`src/hdl/assert_macros.svh`:
```
// ---------------------------------------------------------------------------
// assert_macros.svh
// Concurrent assertion helpers shared by the RTL; empty in synthesis builds.
// ---------------------------------------------------------------------------
`ifndef ASSERT_MACROS_SVH
`define ASSERT_MACROS_SVH

`ifndef SYNTHESIS

// same-cycle implication
`define ASSERT_IMPLIES(label, clk, rst, ante, cons) \
   label: assert property (@(posedge clk) disable iff (rst) (ante) |-> (cons)) \
      else $error("assertion failed: same-cycle implication");

// next-cycle implication
`define ASSERT_NEXT(label, clk, rst, ante, cons) \
   label: assert property (@(posedge clk) disable iff (rst) (ante) |=> (cons)) \
      else $error("assertion failed: next-cycle implication");

`else

`define ASSERT_IMPLIES(label, clk, rst, ante, cons)
`define ASSERT_NEXT(label, clk, rst, ante, cons)

`endif

`endif

```
`src/hdl/ipv4hrc_pkg.sv`:
```
// ---------------------------------------------------------------------------
// ipv4hrc_pkg
// Types and constants for the IPv4 header receive check.
// ---------------------------------------------------------------------------
`timescale 1ns / 1ps

package ipv4hrc_pkg;

   // verdict codes
   typedef enum logic [2:0] {
      VERDICT_ICMP          = 3'd0,
      VERDICT_UDP           = 3'd1,
      VERDICT_TCP           = 3'd2,
      VERDICT_MALFORMED     = 3'd3,
      VERDICT_FRAGMENT      = 3'd4,
      VERDICT_NOT_FOR_HOST  = 3'd5,
      VERDICT_PROTO_UNSUPP  = 3'd6
   } verdict_type;

   // csr register indexes
   localparam logic CSR_HOST_ADDRESS = 1'b0;
   localparam logic CSR_SUBNET_MASK  = 1'b1;

   // header byte offsets
   localparam logic [15:0] OFS_VERSION_IHL = 16'd0;
   localparam logic [15:0] OFS_TOTAL_HI    = 16'd2;
   localparam logic [15:0] OFS_TOTAL_LO    = 16'd3;
   localparam logic [15:0] OFS_FRAG_HI     = 16'd6;
   localparam logic [15:0] OFS_FRAG_LO     = 16'd7;
   localparam logic [15:0] OFS_TTL         = 16'd8;
   localparam logic [15:0] OFS_PROTOCOL    = 16'd9;
   localparam logic [15:0] OFS_SRC_FIRST   = 16'd12;
   localparam logic [15:0] OFS_SRC_LAST    = 16'd15;
   localparam logic [15:0] OFS_DST_FIRST   = 16'd16;
   localparam logic [15:0] OFS_DST_LAST    = 16'd19;

   localparam logic [15:0] COUNT_MAX        = 16'hffff;
   localparam logic [15:0] MIN_HEADER_BYTES = 16'd20;
   localparam logic [3:0]  IPV4_VERSION     = 4'd4;
   localparam logic [15:0] FRAG_MASK        = 16'h3fff;
   localparam logic [15:0] SUM_GOOD         = 16'hffff;
   localparam logic [31:0] LIMITED_BCAST    = 32'hffff_ffff;
   localparam logic [7:0]  PROTO_ICMP       = 8'd1;
   localparam logic [7:0]  PROTO_TCP        = 8'd6;
   localparam logic [7:0]  PROTO_UDP        = 8'd17;

   // per-packet header state as seen after the current byte
   typedef struct packed {
      logic [15:0] byte_count;
      logic [3:0]  header_words;
      logic [3:0]  version;
      logic [15:0] sum;
      logic [15:0] total_length;
      logic [15:0] fragment_word;
      logic [7:0]  ttl;
      logic [7:0]  protocol;
      logic [31:0] source;
      logic [31:0] destination;
   } hdr_view_type;

endpackage

```
`src/hdl/ipv4hrc_intf.sv`:
```
// ---------------------------------------------------------------------------
// ipv4hrc_intf
// Request and response channel interfaces, valid/ready handshake.
// ---------------------------------------------------------------------------
`timescale 1ns / 1ps

interface ipv4hrc_req_if;
   logic       valid;
   logic       ready;
   logic [7:0] data_byte;
   logic       last_byte;

   modport source (output valid, output data_byte, output last_byte, input ready);
   modport sink   (input valid, input data_byte, input last_byte, output ready);
endinterface

interface ipv4hrc_rsp_if;
   logic                     valid;
   logic                     ready;
   ipv4hrc_pkg::verdict_type verdict;
   logic [31:0]              source_address;
   logic [31:0]              destination_address;
   logic [7:0]               protocol_number;
   logic [7:0]               time_to_live;
   logic [5:0]               payload_offset;
   logic [15:0]              payload_size;

   modport source (output valid, output verdict, output source_address,
                   output destination_address, output protocol_number,
                   output time_to_live, output payload_offset,
                   output payload_size, input ready);
   modport sink   (input valid, input verdict, input source_address,
                   input destination_address, input protocol_number,
                   input time_to_live, input payload_offset,
                   input payload_size, output ready);
endinterface

```
`src/hdl/ipv4hrc_parse.sv`:
```
// ---------------------------------------------------------------------------
// ipv4hrc_parse
// Per-packet header state: byte counter, field capture, checksum accumulate.
// ---------------------------------------------------------------------------
`timescale 1ns / 1ps

module ipv4hrc_parse (
   input  logic                      clock,
   input  logic                      reset,
   input  logic                      take,
   input  logic [7:0]                data_byte,
   input  logic                      last_byte,
   output ipv4hrc_pkg::hdr_view_type view
);

   ipv4hrc_pkg::hdr_view_type state_ff;
   ipv4hrc_pkg::hdr_view_type state_in;
   logic [7:0]  held_ff;
   logic [7:0]  held_in;
   logic [15:0] pos;
   logic [5:0]  hdr_len;
   logic        in_header;
   logic [16:0] sum_wide;
   logic [15:0] sum_fold;

   assign pos = state_ff.byte_count;

   // next state after this byte
   always_comb begin
      state_in = state_ff;
      held_in  = held_ff;

      if (pos == ipv4hrc_pkg::OFS_VERSION_IHL) begin
         state_in.version      = data_byte[7:4];
         state_in.header_words = data_byte[3:0];
      end

      hdr_len   = {state_in.header_words, 2'b00};
      in_header = pos < {10'd0, hdr_len};

      // ones'-complement accumulate over header words
      sum_wide = {1'b0, state_ff.sum} + {1'b0, held_ff, data_byte};
      sum_fold = sum_wide[15:0] + {15'd0, sum_wide[16]};
      if (in_header) begin
         if (!pos[0]) begin
            held_in = data_byte;
         end else begin
            state_in.sum = sum_fold;
         end
      end

      // field capture by offset
      case (pos)
         ipv4hrc_pkg::OFS_TOTAL_HI: state_in.total_length[15:8] = data_byte;
         ipv4hrc_pkg::OFS_TOTAL_LO: state_in.total_length[7:0] = data_byte;
         ipv4hrc_pkg::OFS_FRAG_HI: state_in.fragment_word[15:8] = data_byte;
         ipv4hrc_pkg::OFS_FRAG_LO: state_in.fragment_word[7:0] = data_byte;
         ipv4hrc_pkg::OFS_TTL: state_in.ttl = data_byte;
         ipv4hrc_pkg::OFS_PROTOCOL: state_in.protocol = data_byte;
         default: ;
      endcase
      if (pos inside {[ipv4hrc_pkg::OFS_SRC_FIRST:ipv4hrc_pkg::OFS_SRC_LAST]}) begin
         state_in.source = {state_ff.source[23:0], data_byte};
      end
      if (pos inside {[ipv4hrc_pkg::OFS_DST_FIRST:ipv4hrc_pkg::OFS_DST_LAST]}) begin
         state_in.destination = {state_ff.destination[23:0], data_byte};
      end

      // saturating byte counter
      if (pos != ipv4hrc_pkg::COUNT_MAX) begin
         state_in.byte_count = pos + 16'd1;
      end
   end

   assign view = state_in;

   // state registers, cleared after the final byte
   always_ff @(posedge clock) begin
      if (reset) begin
         state_ff <= '0;
         held_ff  <= '0;
      end else if (take) begin
         if (last_byte) begin
            state_ff <= '0;
            held_ff  <= '0;
         end else begin
            state_ff <= state_in;
            held_ff  <= held_in;
         end
      end
   end

endmodule

```
`src/hdl/ipv4hrc_judge.sv`:
```
// ---------------------------------------------------------------------------
// ipv4hrc_judge
// Verdict and payload offset/length from the completed header state.
// ---------------------------------------------------------------------------
`timescale 1ns / 1ps

module ipv4hrc_judge (
   input  ipv4hrc_pkg::hdr_view_type view,
   input  logic [31:0]               host_address,
   input  logic [31:0]               subnet_mask,
   output ipv4hrc_pkg::verdict_type  verdict,
   output logic [5:0]                payload_offset,
   output logic [15:0]               payload_size
);

   logic [15:0] hdr_len;
   logic [31:0] bcast;
   logic        malformed;
   logic        for_host;

   assign payload_offset = {view.header_words, 2'b00};
   assign hdr_len        = {10'd0, payload_offset};
   assign bcast          = host_address | ~subnet_mask;

   // length, version and checksum checks
   assign malformed = (view.byte_count < ipv4hrc_pkg::MIN_HEADER_BYTES)
                   || (view.version != ipv4hrc_pkg::IPV4_VERSION)
                   || (hdr_len < ipv4hrc_pkg::MIN_HEADER_BYTES)
                   || (hdr_len > view.byte_count)
                   || (view.total_length < hdr_len)
                   || (view.total_length > view.byte_count)
                   || (view.sum != ipv4hrc_pkg::SUM_GOOD);

   assign for_host = (view.destination == host_address)
                  || (view.destination == bcast)
                  || (view.destination == ipv4hrc_pkg::LIMITED_BCAST);

   // verdict in priority order
   always_comb begin
      if (malformed) begin
         verdict = ipv4hrc_pkg::VERDICT_MALFORMED;
      end else if ((view.fragment_word & ipv4hrc_pkg::FRAG_MASK) != 16'd0) begin
         verdict = ipv4hrc_pkg::VERDICT_FRAGMENT;
      end else if (!for_host) begin
         verdict = ipv4hrc_pkg::VERDICT_NOT_FOR_HOST;
      end else if (view.protocol == ipv4hrc_pkg::PROTO_ICMP) begin
         verdict = ipv4hrc_pkg::VERDICT_ICMP;
      end else if (view.protocol == ipv4hrc_pkg::PROTO_UDP) begin
         verdict = ipv4hrc_pkg::VERDICT_UDP;
      end else if (view.protocol == ipv4hrc_pkg::PROTO_TCP) begin
         verdict = ipv4hrc_pkg::VERDICT_TCP;
      end else begin
         verdict = ipv4hrc_pkg::VERDICT_PROTO_UNSUPP;
      end
   end

   // payload length, zero when total is below header length
   assign payload_size = (view.total_length >= hdr_len) ? (view.total_length - hdr_len)
                                                        : 16'd0;

endmodule

```
`src/hdl/ipv4_header_receive_check.sv`:
```
// ---------------------------------------------------------------------------
// ipv4_header_receive_check
// Byte-stream IPv4 header validation and classification, top level.
// ---------------------------------------------------------------------------
// Takes one packet byte per request, one request per clock at full rate,
// with last_byte on the final byte. Each byte passes an input register,
// then the header state update and verdict logic, into the response
// register, which loads as the final byte advances out of the input register.
// Only final bytes produce a response, so a stalled response holds up the
// stream only when the next final byte reaches the verdict stage. The user
// must write host_address and subnet_mask through the csr port only while
// no packet is in flight; the block does not enforce it. Both reset to zero.
`timescale 1ns / 1ps
`include "assert_macros.svh"

module ipv4_header_receive_check (
   input  logic                clock,
   input  logic                reset,
   ipv4hrc_req_if.sink         req_bus,
   ipv4hrc_rsp_if.source       rsp_bus,
   input  logic                csr_write_enable,
   input  logic                csr_index,
   input  logic [31:0]         csr_write_data
);

   logic [31:0] host_ff;
   logic [31:0] mask_ff;

   logic        stage_valid_ff;
   logic        stage_valid_in;
   logic [7:0]  stage_byte_ff;
   logic        stage_last_ff;
   logic        advance;

   logic        out_valid_ff;
   logic        out_valid_in;

   ipv4hrc_pkg::hdr_view_type view;
   ipv4hrc_pkg::verdict_type  verdict;
   logic [5:0]                payload_offset;
   logic [15:0]               payload_size;

   // configuration registers
   always_ff @(posedge clock) begin
      if (reset) begin
         host_ff <= '0;
         mask_ff <= '0;
      end else if (csr_write_enable) begin
         case (csr_index)
            ipv4hrc_pkg::CSR_HOST_ADDRESS: host_ff <= csr_write_data;
            ipv4hrc_pkg::CSR_SUBNET_MASK: mask_ff <= csr_write_data;
            default: ;
         endcase
      end
   end

   // stage advances unless a final byte meets a held response
   assign advance = stage_valid_ff && (!stage_last_ff || !out_valid_ff || rsp_bus.ready);
   assign req_bus.ready = !stage_valid_ff || advance;
   assign stage_valid_in = (req_bus.valid && req_bus.ready) ? 1'b1
                         : (advance ? 1'b0 : stage_valid_ff);

   // input register
   always_ff @(posedge clock) begin
      if (reset) begin
         stage_valid_ff <= 1'b0;
      end else begin
         stage_valid_ff <= stage_valid_in;
      end
   end

   always_ff @(posedge clock) begin
      if (req_bus.valid && req_bus.ready) begin
         stage_byte_ff <= req_bus.data_byte;
         stage_last_ff <= req_bus.last_byte;
      end
   end

   // header state and checks
   ipv4hrc_parse u_parse (
      .clock     (clock),
      .reset     (reset),
      .take      (advance),
      .data_byte (stage_byte_ff),
      .last_byte (stage_last_ff),
      .view      (view)
   );

   ipv4hrc_judge u_judge (
      .view           (view),
      .host_address   (host_ff),
      .subnet_mask    (mask_ff),
      .verdict        (verdict),
      .payload_offset (payload_offset),
      .payload_size   (payload_size)
   );

   // response register
   assign out_valid_in = (advance && stage_last_ff) ? 1'b1
                       : (rsp_bus.ready ? 1'b0 : out_valid_ff);

   always_ff @(posedge clock) begin
      if (reset) begin
         out_valid_ff <= 1'b0;
      end else begin
         out_valid_ff <= out_valid_in;
      end
   end

   always_ff @(posedge clock) begin
      if (advance && stage_last_ff) begin
         rsp_bus.verdict             <= verdict;
         rsp_bus.source_address      <= view.source;
         rsp_bus.destination_address <= view.destination;
         rsp_bus.protocol_number     <= view.protocol;
         rsp_bus.time_to_live        <= view.ttl;
         rsp_bus.payload_offset      <= payload_offset;
         rsp_bus.payload_size        <= payload_size;
      end
   end

   assign rsp_bus.valid = out_valid_ff;

   // checks
   `ASSERT_IMPLIES(a_rsp_from_final, clock, reset, $rose(out_valid_ff), $past(advance && stage_last_ff))
   `ASSERT_NEXT(a_stage_holds, clock, reset, stage_valid_ff && !advance, stage_valid_ff && $stable(stage_byte_ff))
   `ASSERT_IMPLIES(a_good_hdr_len, clock, reset, out_valid_ff && (rsp_bus.verdict != ipv4hrc_pkg::VERDICT_MALFORMED), rsp_bus.payload_offset >= 6'd20)
   `ASSERT_IMPLIES(a_icmp_proto, clock, reset, out_valid_ff && (rsp_bus.verdict == ipv4hrc_pkg::VERDICT_ICMP), rsp_bus.protocol_number == ipv4hrc_pkg::PROTO_ICMP)

endmodule
```
`src/flat_wrapper.sv`:
```
// flat-port wrapper written by rule: the top's interface ports become plain ports
module ipv4_header_receive_check_flat 
  (clock, reset, csr_write_enable, csr_index, csr_write_data, req_bus_valid, req_bus_data_byte, req_bus_last_byte, req_bus_ready, rsp_bus_valid, rsp_bus_verdict, rsp_bus_source_address, rsp_bus_destination_address, rsp_bus_protocol_number, rsp_bus_time_to_live, rsp_bus_payload_offset, rsp_bus_payload_size, rsp_bus_ready);
  ipv4hrc_req_if req_bus_i ();
  ipv4hrc_rsp_if rsp_bus_i ();
  input  logic clock;
  input  logic reset;
  input  logic csr_write_enable;
  input  logic csr_index;
  input  logic [31:0] csr_write_data;
  input wire logic [$bits(req_bus_i.valid)-1:0] req_bus_valid;
  input wire logic [$bits(req_bus_i.data_byte)-1:0] req_bus_data_byte;
  input wire logic [$bits(req_bus_i.last_byte)-1:0] req_bus_last_byte;
  output wire logic [$bits(req_bus_i.ready)-1:0] req_bus_ready;
  output wire logic [$bits(rsp_bus_i.valid)-1:0] rsp_bus_valid;
  output wire logic [$bits(rsp_bus_i.verdict)-1:0] rsp_bus_verdict;
  output wire logic [$bits(rsp_bus_i.source_address)-1:0] rsp_bus_source_address;
  output wire logic [$bits(rsp_bus_i.destination_address)-1:0] rsp_bus_destination_address;
  output wire logic [$bits(rsp_bus_i.protocol_number)-1:0] rsp_bus_protocol_number;
  output wire logic [$bits(rsp_bus_i.time_to_live)-1:0] rsp_bus_time_to_live;
  output wire logic [$bits(rsp_bus_i.payload_offset)-1:0] rsp_bus_payload_offset;
  output wire logic [$bits(rsp_bus_i.payload_size)-1:0] rsp_bus_payload_size;
  input wire logic [$bits(rsp_bus_i.ready)-1:0] rsp_bus_ready;
  assign req_bus_i.valid = req_bus_valid;
  assign req_bus_i.data_byte = req_bus_data_byte;
  assign req_bus_i.last_byte = req_bus_last_byte;
  assign req_bus_ready = req_bus_i.ready;
  assign rsp_bus_valid = rsp_bus_i.valid;
  assign rsp_bus_verdict = rsp_bus_i.verdict;
  assign rsp_bus_source_address = rsp_bus_i.source_address;
  assign rsp_bus_destination_address = rsp_bus_i.destination_address;
  assign rsp_bus_protocol_number = rsp_bus_i.protocol_number;
  assign rsp_bus_time_to_live = rsp_bus_i.time_to_live;
  assign rsp_bus_payload_offset = rsp_bus_i.payload_offset;
  assign rsp_bus_payload_size = rsp_bus_i.payload_size;
  assign rsp_bus_i.ready = rsp_bus_ready;
  ipv4_header_receive_check u_core (.clock(clock), .reset(reset), .req_bus(req_bus_i), .rsp_bus(rsp_bus_i), .csr_write_enable(csr_write_enable), .csr_index(csr_index), .csr_write_data(csr_write_data));
endmodule
```
`config.mk`:
```
export PLATFORM = sky130hd
export DESIGN_NAME = ipv4_header_receive_check_flat
export DESIGN_NICKNAME = d
export VERILOG_FILES = /design/src/hdl/ipv4hrc_pkg.sv /design/src/hdl/ipv4hrc_intf.sv /design/src/hdl/ipv4hrc_parse.sv /design/src/hdl/ipv4hrc_judge.sv /design/src/hdl/ipv4_header_receive_check.sv /design/src/flat_wrapper.sv
export VERILOG_INCLUDE_DIRS = /design/src /design/src/hdl
export SDC_FILE = /design/constraint.sdc
export NUM_CORES = 1
export LEC_CHECK = 0
export BUFFER_PORTS_ARGS = -buffer_cell sky130_fd_sc_hd__buf_2
export CAP_MARGIN = 40
export CORE_ASPECT_RATIO = 0.75
export CORE_MARGIN = 2
export CORE_UTILIZATION = 28
export CTS_CLUSTER_SIZE = 14
export DETAILED_ROUTE_END_ITERATION = 10
export GPL_ROUTABILITY_DRIVEN = 1
export PLACE_DENSITY = 0.42
export SLEW_MARGIN = 15
export SYNTH_ARGS = -nofsm -noshare
export SYNTH_HDL_FRONTEND = slang
export SYNTH_SLANG_ARGS = --single-unit
```
`constraint.sdc`:
```
create_clock -name clock -period 4.5 [get_ports clock]
set_clock_uncertainty 0.2 [all_clocks]
set_input_delay 0.45 -clock clock [delete_from_list [all_inputs] [get_ports clock]]
set_output_delay 0.45 -clock clock [all_outputs]
set_load 0.01 [all_outputs]
```
Yosys cells after proc, flatten, opt, wreduce, memory -nomap -nowiden

Index checks and enable logic that the tools add are counted.

Bits of input ports: 47
Word-level logic and storage cells: 110
Bits in registers: 336
Output and inout port bits: 107

Muxes and demuxes: 25
Reductions and logical operators: 27
Equality and inequality tests: 16
$lt $le $gt $ge: 11
$add $sub $neg: 4
Bitwise logic cells: 3

Operators by type and width:

| operator                | number |
|---|---|
| $mux W152               | 1 |
| $mux W8                 | 10 |
| $eq A32 B32 Y1          | 2 |
| $mux W32                | 2 |
| $mux W16                | 3 |
| $eq A16 B2 Y1 const B   | 2 |
| $eq A16 B3 Y1 const B   | 2 |
| $eq A16 B4 Y1 const B   | 2 |
| $eq A32 B32 Y1 const B  | 1 |
| $lt A16 B6 Y1           | 2 |
| $ne A16 B16 Y1 const B  | 2 |
| $not A32 Y32            | 1 |
| $or A32 B32 Y32         | 1 |
| $add A16 B16 Y17        | 1 |
| $add A16 B1 Y16         | 1 |
| $add A16 B1 Y16 const B | 1 |
| $ge A16 B4 Y1 const B   | 1 |
| $ge A16 B5 Y1 const B   | 1 |
| $ge A16 B6 Y1           | 1 |
| $gt A16 B16 Y1          | 1 |
| $gt A6 B16 Y1           | 1 |
| $le A16 B4 Y1 const B   | 1 |
| $le A16 B5 Y1 const B   | 1 |
| $logic_not A16 Y1       | 1 |
| other kinds (18)        | 44 |

Longest topological paths before layout

Depth in word-level cells: 9
Gate-level depth with buffers: 21
Depth with buffers taken out: 21

Modules after synthesis

A second synthesis with hierarchy kept.

Cells, all modules: 1739
Area total of the unflattened synthesis: 17098.9 sq um

Modules (own cells, without submodules):

| module                    | sequential area each (sq um) | cells each | instances | area each (sq um) |
|---|---|---|---|---|
| ipv4hrc_parse             | 3203.1                       | 1029       | 1         | 9103.7 |
| ipv4_header_receive_check | 4744.6                       | 407        | 1         | 5861.9 |
| ipv4hrc_judge             | 0.0                          | 303        | 1         | 2133.3 |

Worst setup path after synthesis

Ideal clock, no wire load.

Kind: register to register
Start point: register u_core.stage_byte_ff[0]
End point: register u_core.rsp_bus.verdict[1] (data pin)
Path buffers: 0
Library setup time: 266 ps
Arrival: 4152 ps
Path slack: -118 ps
Stages on the path, launching flop included: 22
Clock period less this slack: 4618 ps
Data required time: 4034 ps
Cell sequence: edfxtp_1 -> ha_1 -> fa_1 -> a21o_1 -> a221oi_2 -> o31a_1 -> o21bai_1 -> a21oi_1 -> nor2b_1 -> o21ai_0 -> nand2b_1 -> ha_1 -> ha_1 -> o211ai_1 -> a21oi_1 -> nand3_1 -> nor4_4 -> xor2_1 -> nand4_1 -> a2111oi_2 -> and4_1 -> o211ai_1

Longest elaborated chain between the ends: 7
Elaborated cells between the ends (all ways): 34
Classes of those cells: add/sub: 2; order compare: 5; eq/ne: 6; mux: 13; reduce/logical: 8

Ends and longest elaborated chain:

| element                                                                  | line                            | text |
|---|---|---|
| from (decl)                                                              | ipv4_header_receive_check.sv:31 | `logic [7:0] stage_byte_ff;` |
| from (signal assigned)                                                   | ipv4_header_receive_check.sv:74 | `stage_byte_ff <= req_bus.data_byte;` |
| parallel branches: the longest is 7 deep, another holds $add A16 B16 Y17 | --                              |  |
| to (decl)                                                                | ipv4hrc_intf.sv:28              | `modport source (output valid, output verdict, output source_address,` |

Several ways; the timed one is not identified. The select of a mux whose other input is x is not followed.
A chain may end at the register's enable or synchronous reset.

Worst setup path after layout

Start point: register u_core.stage_byte_ff[0]
End point: register u_core.rsp_bus.verdict[0] (data pin)

Same word-level chain as after synthesis.

==> results.ini <==
[run_status]
outcome=finished with violations
violations=negative setup slack

[power_and_ir_drop]
p_per_area_nw_per_um2=325
irDropWorstVdd_v=0.000207
finalPower_mw=6.85
p_leak_nw=8.28

[synth]
synthSimpleGateAreaFrac=0.181
yosys.area_share.xor_xnor=0.0563
synthAdderAreaFrac=0.0382
ys_seq_elements=336
synth-edff-count=112
synth_area_per_cell_um2=9.33
synth_top_cells_by_area=dfxtp_1, edfxtp_1, a22oi_1
yosysSeqAreaShare=0.459
synth_top_family_by_area=simple AND/OR/NAND/NOR gates
syn-cell-area_um2=17100
synth_area_leader_cell=dfxtp_1
yosys_warnings=0
synth-compound-area-share=0.166
synth_top_area_share=0.262
synthMuxAreaShare=0.0588
async_flop_share=0
synth_cells=1833
synth-main-ff-cell=dfxtp_1
synth.distinct_cells=86

[floorplan]
io_pins=154
fp-row-count=78
die_y_um=218
die_area_um2=63100
die_w_um=289
initial_core_util=0.283
core_region_area_um2=60400

[routing]
wirelength_um=61000
first_pass_iters=5
wl_per_cell_um=21.1
drc=0
vias_per_cell=5.07
routed-via-count=14700
drtAntennaViolNets=0
drt_iter0_markers=1138

[placement]
hpwlAfterDp_um=43700
gp_congestion=0.911
dpl.cell_count=2779
port_buffers=151
placed_area_um2=19400

[finish]
design_area_um2=21100
drive_gt1_frac=0.212
area_delta_synth_final_pct=23.4
nFillCells=6243
antenna_cells=0
regArea_um2=7850
fin_util=0.349
fin_nets=2163
multi_input_area_um2=8680
fin_cells=2895

[clock_tree]
cts.sinks=336
clockBufferDepth=3
numCtsBuffers=38
clk_pin_slew_ps=60
cts_root_buf=clkbuf_16
htree_levels=2
cts_tree=yes
clk_latency_ps=580

[worst_setup_path]
path_max_fanout=3
cp-start-kind=flop
endpoint_kind=flop
worstSetupPathType=flop to flop
arrival_ps=4630
cp.required_ps=4620

[grt]
grt_pass1_wl_um=91400
grt_max_degree=72
antenna_found_initial=1
grt.overflow.total=0
grt_pass1_vias=14000
track_usage=0.192

[timing]
slew_violations=0
post-route-period-util=1.00
grt_setup_unrepaired=yes
setup_viol=2
fin_ws_ps=-14.8
clock.fmax_mhz=221
hold_viol=0
fin_crit_ps=4510
max_slew_margin=0.417
worst_pin_slew_ps=869

[job]
maxCapViolCount=0

[hold_path]
min_path_type=input port to flop

[flip-flops by register name, indices dropped and copies added (netlist names), 8 cells and up]
signal                              count
u_core.host_ff                         32
u_core.mask_ff                         32
u_core.rsp_bus.destination_address     32
u_core.rsp_bus.payload_size            16
u_core.rsp_bus.protocol_number          8
u_core.rsp_bus.source_address          32
u_core.rsp_bus.time_to_live             8
u_core.stage_byte_ff                    8
u_core.u_parse.held_ff                  8
u_core.u_parse.pos                     16
u_core.u_parse.state_ff               134
[placed cells by master (no fill, tap or decap), types with 8 or more instances in the layout]
cell,netlist,routed
clkbuf_1,105,16
xnor2_1,65,65
mux2i_1,13,13
nand3_1,23,22
dfxtp_1,224,224
or3_1,8,8
mux2_2,75,75
a31oi_1,11,11
nand2b_1,16,16
and3_1,12,11
edfxtp_1,112,112
a21o_1,13,13
xor2_1,45,44
inv_1,48,48
nor2b_1,31,30
nand2_1,210,209
nand4_1,34,34
a22oi_1,140,140
ha_1,49,45
buf_4,4,117
nor3_1,24,24
dlygate4sd3_1,0,42
a21oi_1,116,114
buf_2,6,150
nor2_1,224,222
o22ai_1,19,19
clkbuf_16,0,38
nor4_1,25,24
o21ai_0,42,41
and2_1,8,8
[path summary, 6_finish.rpt]
check                          startpoint                         to  slack, ps  cells after the start
hold / removal                  csr_index         u_core.host_ff[21]         10                      4
hold reg to reg        u_core.mask_ff[18]         u_core.mask_ff[18]        250                      2
setup / recovery  u_core.stage_byte_ff[0]  u_core.rsp_bus.verdict[0]        -10                     21
setup reg to reg  u_core.stage_byte_ff[0]  u_core.rsp_bus.verdict[0]        -10                     21
[per-layer routing]
metal | global-route usage | up-vias | share of wire
li1 | - | 7085 | -
met1 | 0.300 | 7142 | 0.52
met2 | 0.273 | 407 | 0.41
met3 | 0.0282 | 58 | 0.053
met4 | 0.0404 | 0 | 0.016
met5 | 0 | - | 0
[power by group]
part           total, mW  internal [mW]  switching, mW
Clock               3.08           1.72           1.36
Sequential          3.23           3.18         0.0503
Combinational      0.542          0.194          0.347
Total               6.85           5.09           1.76
[through the flow]
stage | setup WS (ps) | TNS, ps | hold WS [ps]
after global placement | -137 | -335 | 239
after CTS | 10.6 | 0 | 16.6
after floorplan | 28.6 | 0 | 232
after global routing | -297 | -825 | 12.4
after detailed placement | -211 | -582 | 245
final | -14.8 | -22.5 | 13.2
[worst max-delay path, cell delays in order (launching register included)]
cell       delay (ps)
edfxtp_1          420
ha_4              190
fa_2              340
a21o_1            190
a221oi_2          280
o31a_1            210
o21bai_1          100
a21oi_2           160
nor2b_1            60
o21ai_1           120
nand2b_1           90
ha_2              210
ha_4              160
o211ai_1           90
a21oi_2            80
buf_4             150
xnor2_1           120
nor4_2            260
a31oi_1           110
a2111oi_4         310
and4_4            300
nand3_1            90
[synthesized netlist by cell type (13+ instances only)]
master / n
nor2b_1: 31
inv_1: 48
nor2_1: 224
nand2b_1: 16
o22ai_1: 19
dfxtp_1: 224
ha_1: 49
a22oi_1: 140
edfxtp_1: 112
mux2i_1: 13
o21ai_0: 42
xnor2_1: 65
nand3_1: 23
a21oi_1: 116
nand2_1: 210
nor4_1: 25
nor3_1: 24
a21o_1: 13
nand4_1: 34
mux2_2: 75
clkbuf_1: 105
xor2_1: 45
[kinds of logic after synthesis]
logic type                 Yosys count
buffers and inverters              173
adders and majority gates           51
and+or+nand+nor                    650
xor gates and xnor gates           110
AOI/OAI and AO/OA                  422
muxes                               90
other                                1
DFF                                336
[layout make-up]
type,count,area share
Clock inverter,12,0.00628
Tap cell,800,0.0474
Sequential cell,336,0.372
Clock buffer,58,0.0505
Inverter,48,0.00854
Timing Repair Buffer,316,0.104
Multi-Input combinational cell,1325,0.411
[repair_timing]
item                                    CTS  global route
gates resized for setup                   7             4
buffers inserted                          1             2
endpoints found under the hold margin    74             0
hold buffers                             42             0
endpoints found under the setup margin    3             3
pin swaps                                 8             2
No activity file was read; power rests on OpenSTA's default activity.
